[config.mk]
export PLATFORM = sky130hd
export DESIGN_NAME = flash_download_session_fsm
export DESIGN_NICKNAME = d
export VERILOG_FILES = /design/src/rtl/core/fdl_pkg.sv /design/src/rtl/core/fdl_cfg_regs.sv /design/src/rtl/core/fdl_seq.sv /design/src/rtl/core/fdl_out_queue.sv /design/src/rtl/core/flash_download_session_fsm.sv
export SDC_FILE = /design/constraint.sdc
export NUM_CORES = 1
export LEC_CHECK = 0
export ABC_CLOCK_PERIOD_IN_PS = 5100
export BUFFER_PORTS_ARGS = -buffer_cell sky130_fd_sc_hd__buf_2
export CAP_MARGIN = 20
export CORE_MARGIN = 3
export CORE_UTILIZATION = 35
export CTS_BUF_LIST = sky130_fd_sc_hd__clkbuf_16
export DETAILED_ROUTE_END_ITERATION = 12
export PLACE_DENSITY = 0.5
export SYNTH_ARGS = -nofsm -noshare
export SYNTH_HDL_FRONTEND = slang
export SYNTH_HIERARCHICAL = 1
export SYNTH_SLANG_ARGS = --single-unit
[constraint.sdc]
create_clock -name clk -period 5.1 [get_ports clk]
set_clock_uncertainty 0.2 [all_clocks]
set_input_delay 0.51 -clock clk [delete_from_list [all_inputs] [get_ports clk]]
set_output_delay 0.51 -clock clk [all_outputs]
set_load 0.02 [all_outputs]
[src/rtl/core/fdl_pkg.sv]
// shared types, constants and the crc-16 byte update for the flash download sequencer
// no dependencies
package fdl_pkg;

	localparam int PAGE_BYTES = 128;
	localparam int COUNT_W    = 9;
	localparam logic [COUNT_W-1:0] COUNT_CAP = '1;
	localparam int PAGES_W    = 10;
	localparam int PROD_W     = PAGES_W + $clog2(PAGE_BYTES + 1);

	localparam logic [7:0]  RESP_OFFSET = 8'h40;
	localparam logic [7:0]  RESP_NEG    = 8'h7f;
	localparam logic [15:0] CRC_INIT    = 16'hffff;
	localparam logic [15:0] CRC_POLY    = 16'ha001;

	// default service codes and sub-function
	localparam logic [7:0] DEF_SESSION_SVC  = 8'h10;
	localparam logic [7:0] DEF_PROG_SUBCODE = 8'h02;
	localparam logic [7:0] DEF_DOWNLOAD_SVC = 8'h34;
	localparam logic [7:0] DEF_TRANSFER_SVC = 8'h36;
	localparam logic [7:0] DEF_EXIT_SVC     = 8'h37;
	localparam logic [7:0] DEF_CRC_SVC      = 8'h31;

	typedef enum logic [2:0] {
		PH_SESSION  = 3'd0,
		PH_DOWNLOAD = 3'd1,
		PH_TRANSFER = 3'd2,
		PH_EXIT     = 3'd3,
		PH_CRC      = 3'd4
	} phase_t;

	typedef enum logic [1:0] {
		KIND_FILL   = 2'd0,
		KIND_COMMIT = 2'd1,
		KIND_RESP   = 2'd2
	} kind_t;

	typedef enum logic [2:0] {
		REG_SESSION_SVC  = 3'd0,
		REG_PROG_SUBCODE = 3'd1,
		REG_DOWNLOAD_SVC = 3'd2,
		REG_TRANSFER_SVC = 3'd3,
		REG_EXIT_SVC     = 3'd4,
		REG_CRC_SVC      = 3'd5
	} cfg_reg_t;

	typedef struct packed {
		logic [7:0] session_service;
		logic [7:0] programming_subcode;
		logic [7:0] download_service;
		logic [7:0] transfer_service;
		logic [7:0] exit_service;
		logic [7:0] crc_service;
	} cfg_t;

	// results caused by one request byte, in output order: fill, commit, response
	typedef struct packed {
		logic       has_fill;
		logic       has_commit;
		logic       has_resp;
		logic [6:0] fill_offset;
		logic [7:0] fill_data;
		logic [8:0] page_index;
		logic [7:0] response_byte;
		logic       crc_good;
	} bundle_t;

	function automatic logic [15:0] crc_update(input logic [15:0] crc_in, input logic [7:0] b);
		logic [15:0] c;
		c = crc_in ^ {8'h00, b};
		for (int i = 0; i < 8; i++) begin
			if (c[0]) begin
				c = (c >> 1) ^ CRC_POLY;
			end else begin
				c = c >> 1;
			end
		end
		return c;
	endfunction

endpackage

[src/rtl/core/fdl_cfg_regs.sv]
// configuration registers: service codes and programming sub-function
// depends on fdl_pkg
module fdl_cfg_regs (
	input  logic               clk,
	input  logic               arst_n,
	input  logic               cfg_valid,
	output logic               cfg_ready,
	input  logic [2:0]         cfg_index,
	input  logic [7:0]         cfg_data,
	output fdl_pkg::cfg_t      cfg
);

	fdl_pkg::cfg_t cfg_q;

	assign cfg_ready = 1'b1;
	assign cfg       = cfg_q;

	always_ff @(posedge clk or negedge arst_n) begin
		if (!arst_n) begin
			cfg_q.session_service     <= fdl_pkg::DEF_SESSION_SVC;
			cfg_q.programming_subcode <= fdl_pkg::DEF_PROG_SUBCODE;
			cfg_q.download_service    <= fdl_pkg::DEF_DOWNLOAD_SVC;
			cfg_q.transfer_service    <= fdl_pkg::DEF_TRANSFER_SVC;
			cfg_q.exit_service        <= fdl_pkg::DEF_EXIT_SVC;
			cfg_q.crc_service         <= fdl_pkg::DEF_CRC_SVC;
		end else if (cfg_valid && cfg_ready) begin
			unique case (cfg_index)
				fdl_pkg::REG_SESSION_SVC:  cfg_q.session_service     <= cfg_data;
				fdl_pkg::REG_PROG_SUBCODE: cfg_q.programming_subcode <= cfg_data;
				fdl_pkg::REG_DOWNLOAD_SVC: cfg_q.download_service    <= cfg_data;
				fdl_pkg::REG_TRANSFER_SVC: cfg_q.transfer_service    <= cfg_data;
				fdl_pkg::REG_EXIT_SVC:     cfg_q.exit_service        <= cfg_data;
				fdl_pkg::REG_CRC_SVC:      cfg_q.crc_service         <= cfg_data;
				default: ;
			endcase
		end
	end

endmodule

[src/rtl/core/fdl_seq.sv]
// download session state and per-byte decision logic, one word per cycle while accept is high
// depends on fdl_pkg
module fdl_seq (
	input  logic               clk,
	input  logic               arst_n,
	input  logic               accept,
	input  logic [7:0]         rx_byte,
	input  logic               end_of_request,
	input  fdl_pkg::cfg_t      cfg,
	output fdl_pkg::bundle_t   bundle
);

	fdl_pkg::phase_t                 phase_q, phase_d;
	logic [fdl_pkg::COUNT_W-1:0]     byte_count_q, byte_count_d;
	logic [7:0]                      service_q, arg_one_q, arg_two_q, arg_three_q;
	logic [7:0]                      svc_n, a1_n, a2_n, a3_n;
	logic [15:0]                     image_size_q, image_size_d;
	logic [fdl_pkg::PAGES_W-1:0]     pages_done_q, pages_done_d;
	logic [fdl_pkg::PAGES_W-1:0]     pages_inc;
	logic [15:0]                     crc_running_q, crc_running_d;
	logic [15:0]                     crc_committed_q, crc_committed_d;
	logic [fdl_pkg::PROD_W-1:0]      done_bytes;
	logic                            fill_en;
	logic [7:0]                      pos;
	logic [fdl_pkg::COUNT_W-1:0]     idx_m1;

	always_comb begin
		svc_n = (byte_count_q == fdl_pkg::COUNT_W'(0)) ? rx_byte : service_q;
		a1_n  = (byte_count_q == fdl_pkg::COUNT_W'(1)) ? rx_byte : arg_one_q;
		a2_n  = (byte_count_q == fdl_pkg::COUNT_W'(2)) ? rx_byte : arg_two_q;
		a3_n  = (byte_count_q == fdl_pkg::COUNT_W'(3)) ? rx_byte : arg_three_q;
		idx_m1 = byte_count_q - fdl_pkg::COUNT_W'(1);

		fill_en = (byte_count_q != fdl_pkg::COUNT_W'(0))
			&& (byte_count_q <= fdl_pkg::COUNT_W'(fdl_pkg::PAGE_BYTES))
			&& (phase_q == fdl_pkg::PH_TRANSFER)
			&& (svc_n == cfg.transfer_service);

		phase_d         = phase_q;
		byte_count_d    = byte_count_q;
		image_size_d    = image_size_q;
		pages_done_d    = pages_done_q;
		crc_running_d   = fill_en ? fdl_pkg::crc_update(crc_running_q, rx_byte) : crc_running_q;
		crc_committed_d = crc_committed_q;
		pos             = svc_n + fdl_pkg::RESP_OFFSET;
		// page count wraps before the size compare
		pages_inc       = pages_done_q + fdl_pkg::PAGES_W'(1);
		done_bytes      = fdl_pkg::PROD_W'(pages_inc) * fdl_pkg::PROD_W'(fdl_pkg::PAGE_BYTES);

		bundle               = '0;
		bundle.has_fill      = fill_en;
		bundle.fill_offset   = fill_en ? idx_m1[6:0] : 7'd0;
		bundle.fill_data     = fill_en ? rx_byte : 8'd0;
		bundle.response_byte = fdl_pkg::RESP_NEG;

		if (!end_of_request) begin
			if (byte_count_q != fdl_pkg::COUNT_CAP) begin
				byte_count_d = byte_count_q + fdl_pkg::COUNT_W'(1);
			end
			bundle.response_byte = 8'd0;
		end else begin
			byte_count_d = '0;
			if (svc_n == cfg.session_service) begin
				bundle.has_resp = 1'b1;
				if (a1_n == cfg.programming_subcode && phase_q == fdl_pkg::PH_SESSION
						&& byte_count_q == fdl_pkg::COUNT_W'(1)) begin
					phase_d = fdl_pkg::PH_DOWNLOAD;
					bundle.response_byte = pos;
				end else begin
					phase_d = fdl_pkg::PH_SESSION;
				end
			end else if (svc_n == cfg.download_service) begin
				bundle.has_resp = 1'b1;
				if (byte_count_q >= fdl_pkg::COUNT_W'(3) && phase_q == fdl_pkg::PH_DOWNLOAD) begin
					image_size_d    = {a2_n, a3_n};
					pages_done_d    = '0;
					crc_running_d   = fdl_pkg::CRC_INIT;
					crc_committed_d = fdl_pkg::CRC_INIT;
					phase_d         = fdl_pkg::PH_TRANSFER;
					bundle.response_byte = pos;
				end else begin
					phase_d = fdl_pkg::PH_DOWNLOAD;
				end
			end else if (svc_n == cfg.transfer_service) begin
				bundle.has_resp = 1'b1;
				if (phase_q == fdl_pkg::PH_TRANSFER
						&& byte_count_q == fdl_pkg::COUNT_W'(fdl_pkg::PAGE_BYTES)) begin
					bundle.has_commit = 1'b1;
					bundle.page_index = pages_done_q[8:0];
					crc_committed_d   = crc_running_d;
					pages_done_d      = pages_inc;
					if (done_bytes == fdl_pkg::PROD_W'(image_size_q)) begin
						phase_d = fdl_pkg::PH_EXIT;
					end else begin
						phase_d = fdl_pkg::PH_TRANSFER;
					end
					bundle.response_byte = pos;
				end else begin
					crc_running_d = crc_committed_q;
					phase_d       = fdl_pkg::PH_TRANSFER;
				end
			end else if (svc_n == cfg.exit_service) begin
				bundle.has_resp = 1'b1;
				if (phase_q == fdl_pkg::PH_EXIT && byte_count_q == fdl_pkg::COUNT_W'(0)) begin
					phase_d = fdl_pkg::PH_CRC;
					bundle.response_byte = pos;
				end else begin
					phase_d = fdl_pkg::PH_EXIT;
				end
			end else if (svc_n == cfg.crc_service) begin
				bundle.has_resp = 1'b1;
				if (phase_q == fdl_pkg::PH_CRC && byte_count_q == fdl_pkg::COUNT_W'(2)) begin
					phase_d = fdl_pkg::PH_DOWNLOAD;
					bundle.response_byte = pos;
					bundle.crc_good = ({a1_n, a2_n} == crc_committed_q);
				end else begin
					phase_d = fdl_pkg::PH_CRC;
				end
			end else begin
				bundle.response_byte = 8'd0;
			end
		end
	end

	always_ff @(posedge clk or negedge arst_n) begin
		if (!arst_n) begin
			phase_q         <= fdl_pkg::PH_SESSION;
			byte_count_q    <= '0;
			service_q       <= '0;
			arg_one_q       <= '0;
			arg_two_q       <= '0;
			arg_three_q     <= '0;
			image_size_q    <= '0;
			pages_done_q    <= '0;
			crc_running_q   <= fdl_pkg::CRC_INIT;
			crc_committed_q <= fdl_pkg::CRC_INIT;
		end else if (accept) begin
			phase_q         <= phase_d;
			byte_count_q    <= byte_count_d;
			service_q       <= svc_n;
			arg_one_q       <= a1_n;
			arg_two_q       <= a2_n;
			arg_three_q     <= a3_n;
			image_size_q    <= image_size_d;
			pages_done_q    <= pages_done_d;
			crc_running_q   <= crc_running_d;
			crc_committed_q <= crc_committed_d;
		end
	end

endmodule

[src/rtl/core/fdl_out_queue.sv]
// two-entry result queue and serializer: one result word per cycle from each stored bundle while rsp_stall is low
// depends on fdl_pkg
module fdl_out_queue (
	input  logic               clk,
	input  logic               arst_n,
	input  logic               push,
	input  fdl_pkg::bundle_t   bundle,
	output logic               full,
	output logic               rsp_valid,
	input  logic               rsp_stall,
	output logic [1:0]         kind,
	output logic [6:0]         fill_offset,
	output logic [7:0]         fill_data,
	output logic [8:0]         page_index,
	output logic [7:0]         response_byte,
	output logic               crc_good,
	output logic               last
);

	fdl_pkg::bundle_t entry_q [2];
	logic             wr_ptr_q, rd_ptr_q;
	logic [1:0]       count_q;
	logic [2:0]       sent_q;
	fdl_pkg::bundle_t head;
	logic [2:0]       pend, cur;
	logic             do_push, do_pop, out_take;
	fdl_pkg::kind_t   cur_kind;

	assign full     = (count_q == 2'd2);
	assign do_push  = push && (bundle.has_fill || bundle.has_commit || bundle.has_resp);
	assign head     = entry_q[rd_ptr_q];
	assign rsp_valid = (count_q != 2'd0);
	assign out_take = rsp_valid && !rsp_stall;
	assign do_pop   = out_take && last;

	always_comb begin
		pend = {head.has_resp, head.has_commit, head.has_fill} & ~sent_q;
		if (pend[0]) begin
			cur      = 3'b001;
			cur_kind = fdl_pkg::KIND_FILL;
		end else if (pend[1]) begin
			cur      = 3'b010;
			cur_kind = fdl_pkg::KIND_COMMIT;
		end else begin
			cur      = 3'b100;
			cur_kind = fdl_pkg::KIND_RESP;
		end
		last          = ((pend & ~cur) == 3'b000);
		kind          = cur_kind;
		fill_offset   = cur[0] ? head.fill_offset : 7'd0;
		fill_data     = cur[0] ? head.fill_data : 8'd0;
		page_index    = cur[1] ? head.page_index : 9'd0;
		response_byte = cur[2] ? head.response_byte : 8'd0;
		crc_good      = cur[2] ? head.crc_good : 1'b0;
	end

	always_ff @(posedge clk) begin
		if (do_push) begin
			entry_q[wr_ptr_q] <= bundle;
		end
	end

	always_ff @(posedge clk or negedge arst_n) begin
		if (!arst_n) begin
			wr_ptr_q <= 1'b0;
			rd_ptr_q <= 1'b0;
			count_q  <= 2'd0;
			sent_q   <= 3'b000;
		end else begin
			if (do_push) begin
				wr_ptr_q <= ~wr_ptr_q;
			end
			if (do_pop) begin
				rd_ptr_q <= ~rd_ptr_q;
				sent_q   <= 3'b000;
			end else if (out_take) begin
				sent_q <= sent_q | cur;
			end
			count_q <= count_q + {1'b0, do_push} - {1'b0, do_pop};
		end
	end

endmodule

[src/rtl/core/flash_download_session_fsm.sv]
// flash download session sequencer top level: config registers, sequencer, result queue
// depends on fdl_pkg, fdl_cfg_regs, fdl_seq, fdl_out_queue
// result words of a byte are written into the result queue when the byte is accepted
// throughput: one byte per cycle while each byte gives at most one result word and rsp_stall is low;
// a byte that gives several words sends them one at a time through the single result port
// reset: arst_n clears phase and counters, sets the crc state to CRC_INIT and loads the default service codes
module flash_download_session_fsm (
	input  logic       clk,
	input  logic       arst_n,
	input  logic       req_valid,
	output logic       req_stall,
	input  logic [7:0] rx_byte,
	input  logic       end_of_request,
	output logic       rsp_valid,
	input  logic       rsp_stall,
	output logic [1:0] kind,
	output logic [6:0] fill_offset,
	output logic [7:0] fill_data,
	output logic [8:0] page_index,
	output logic [7:0] response_byte,
	output logic       crc_good,
	output logic       last,
	input  logic       cfg_valid,
	output logic       cfg_ready,
	input  logic [2:0] cfg_index,
	input  logic [7:0] cfg_data
);

	fdl_pkg::cfg_t    cfg;
	fdl_pkg::bundle_t bundle;
	logic             full;
	logic             accept;

	assign req_stall = full;
	assign accept    = req_valid && !req_stall;

	fdl_cfg_regs u_cfg (
		.clk       (clk),
		.arst_n    (arst_n),
		.cfg_valid (cfg_valid),
		.cfg_ready (cfg_ready),
		.cfg_index (cfg_index),
		.cfg_data  (cfg_data),
		.cfg       (cfg)
	);

	fdl_seq u_seq (
		.clk            (clk),
		.arst_n         (arst_n),
		.accept         (accept),
		.rx_byte        (rx_byte),
		.end_of_request (end_of_request),
		.cfg            (cfg),
		.bundle         (bundle)
	);

	fdl_out_queue u_queue (
		.clk           (clk),
		.arst_n        (arst_n),
		.push          (accept),
		.bundle        (bundle),
		.full          (full),
		.rsp_valid     (rsp_valid),
		.rsp_stall     (rsp_stall),
		.kind          (kind),
		.fill_offset   (fill_offset),
		.fill_data     (fill_data),
		.page_index    (page_index),
		.response_byte (response_byte),
		.crc_good      (crc_good),
		.last          (last)
	);

endmodule

==> out/metrics.cfg <==
[drt]
ant_nets=0
routedWlPerCell_um=21.2
drt_pass1_iterations=7
top_layer=met4
vias=9045
drc=0
drt-initial-drc-count=730
via_per_inst=5.43
wl_met1_mm=16.7
wl_met2_mm=16.0
drt-total-wl_mm=35.4
dr_wl_met3_mm=1.82

[placement]
portBuffers=62
dpl_cell_area_um2=13300
place_congestion=0.913
dpl.hpwl_mm=25.4
dp_slack_ns=0.0406

[cells_and_area]
insertedDiodeCount=0
final_nets=1225
num-fill-cells=3343
layout-drive-gt1-share_pct=25.1
fin_area_um2=14200
syn2layout_area_growth_pct=14.2
fin_util_pct=40.8

[clock_network]
cts_tree=yes
cts_made_buffers=27
clkSinkCount=229
clkLatencyLatePin_ns=0.53
clk_pin_slew_ns=0.06
cts_htree_levels=1
ctsRootBufferMaster=clkbuf_16
clock_path_buffers=3

[logic_synthesis]
seq_area_frac_synth_pct=49.5
synth_edf_count=72
ys_ff_latch=229
ys_top_cells_by_area=dfrtp_1 22%, edfxtp_1 17%, dfstp_2 10%
netlist-cell-type-count=82
postSynth.asyncResetShare_pct=68.6
syn_area_per_cell_um2=11.0
synthCells=1128
synthFlopType=dfrtp_1
netlist.area_leader.share_pct=21.7
synth_top_area_cell=dfrtp_1
synth_commonest_cells=108 x dfrtp_1, 102 x nor2_1, 73 x xnor2_1
synth_fp_nets=1162
syn_area_um2=12400
synth.most_common_cell=dfrtp_1
yosysWarnings=6

[pwr]
p_leak_nw=5.83
power_density_nw_per_um2=496
vdd_drop_max_mv=0.266

[setup_path]
rr_startpoint=u_seq/byte_count_q[3]$_DFFE_PN0P_
start_kind=flip-flop
crit_fanout=11
rr_endpoint=u_queue/entry_q[0][0]$_DFFE_PP_
crit_path_end=u_queue/entry_q[0][0]$_DFFE_PP_
reg2reg_depth=9
endpoint_kind=flip-flop
reg2reg_setup_slack_ns=0.34
cp.arrival_ns=4.77
startpoint=u_seq/byte_count_q[3]$_DFFE_PN0P_
crit_type=flip-flop to flip-flop
worstPathRequired_ns=5.11

[sta]
grt_setup_unrepaired=false
layout_setup_ws_ns=0.345
period_share_pct=93.2
worstMarginPinSlew_ns=0.873
max-slew-margin-rel_pct=41.8
fmax_mhz=210
slew_viol_final=0
setup_violations=0
post-route-min-period_ns=4.76
hold_viol_final=0

[min_path]
hp-class=input port to flip-flop

[floorplanning]
boundaryPins=64
die_area_um2=37800
die_x_um=194
die_y_um=194
num_rows=68
core-area_um2=34800
start_util_pct=35.7

[global_route]
grt_max_degree=65
grtUsageTotal_pct=18.4
grt_pass1_wl_mm=55.1
overflow=0
antenna_found_initial=0
grt_pass1_vias=8945

[run_status]
status=complete, no violations

[flow_run]
drv_cap=0

==> worst min path at each step <==
stage	startpoint	depth (start not counted)	slack (ns)	endpoint
floorplan	arst_n	0	0.01	u_cfg/cfg[11]$_DFFE_PN0P_
global placement	u_seq/arg_one_q[1]$_DFFE_PN0P_	2	0.26	u_seq/arg_one_q[1]$_DFFE_PN0P_
detailed placement	u_seq/arg_two_q[4]$_DFFE_PN0P_	2	0.27	u_seq/arg_two_q[4]$_DFFE_PN0P_
CTS	cfg_data[4]	2	0.11	u_cfg/cfg[20]$_DFFE_PN1P_
global route	cfg_data[4]	2	0.15	u_cfg/cfg[28]$_DFFE_PN1P_
finish	cfg_data[4]	2	0.14	u_cfg/cfg[44]$_DFFE_PN1P_
==> placed cells by master, fill, tap and decap left out, types with 7 or more instances in the layout <==
cell,count
dfstp_2,49
nand4_1,13
nand3_1,25
xnor2_1,73
and3_1,9
nand2_1,52
a31oi_1,7
ha_1,9
xor2_1,39
buf_2,61
inv_1,41
mux2_2,68
a2bb2oi_1,18
clkbuf_16,27
nor2b_1,10
dfrtp_1,107
o21ai_0,42
buf_4,37
nor4_1,13
nor3_1,18
clkinv_2,7
o22ai_1,12
or2_2,9
nor2_1,98
edfxtp_1,72
and2_1,16
a21oi_1,51
nand2b_1,17
mux2i_1,67
==> registers in the layout, indices dropped and copies added, names as in the netlist, 9 cells and up <==
name                   cells
u_seq/byte_count_q         9
u_seq/image_size_q        16
u_cfg/cfg                 48
u_queue/entry_q           72
u_seq/crc_committed_q     16
u_seq/pages_done_q        10
u_seq/crc_running_q       16
==> metrics by stage <==
step / hold WS (ns) / TNS (ns) / std cells / power (W)
floorplan: 0.0144 / -25.73 / 1128 / 0.00442
global placement: 0.263 / 0 / 1616 / 0.00516
detailed placement: 0.272 / 0 / 1616 / 0.00516
CTS: 0.111 / 0 / 1666 / 0.00709
global route: 0.148 / 0 / 1666 / 0.00744
finish: 0.142 / 0 / 1666 / 0.00704
==> power breakdown <==
part	internal, W	switching, W
Combinational	0.00107	0.00138
Sequential	0.00228	0.000413
Clock	0.00112	0.000774
Total	0.00447	0.00257
==> critical path, stage by stage (launching register included) <==
cell and delay, ns:
dfrtp_1 0.50, or4_4 0.62, nor4_2 0.39, buf_4 0.28, nand2_1 0.39, mux2i_1 0.52, xnor2_1 0.14, nor4_1 0.38
nand4_1 0.25, nor4_1 0.77
==> final cells by class <==
cell class	instances	area [um^2]	area share, %
inverters	40	150	1.06
repair buffers	101	624	4.40
multi-input cells	792	5830	41.1
clock buffers	27	676	4.76
clock inverters	22	190	1.34
flip-flops and latches	229	6150	43.3
well taps	455	569	4.01
==> per-layer routing <==
metal	vias to the layer above	global-route usage (%)
met1	4514	27.0
met3	60	2.57
met5	-	0
met2	270	28.8
met4	0	4.49
li1	4201	-
==> cell families after synthesis <==
kind of cell	synth area share, %
compound gates	11.9
mux	11.9
flops	49.5
xor+xnor	7.89
buf+inv	3.80
other cells	0.0302
simple gates	14.1
fa+ha+maj	0.906
==> repair_timing <==
action                     CTS  global route
hold endpoints to repair    47             0
buffers inserted             0             0
setup endpoints to repair    0            74
resized for setup            0             3
hold buffers                 1             0
Note: power is estimated with default switching activity, not from simulation.
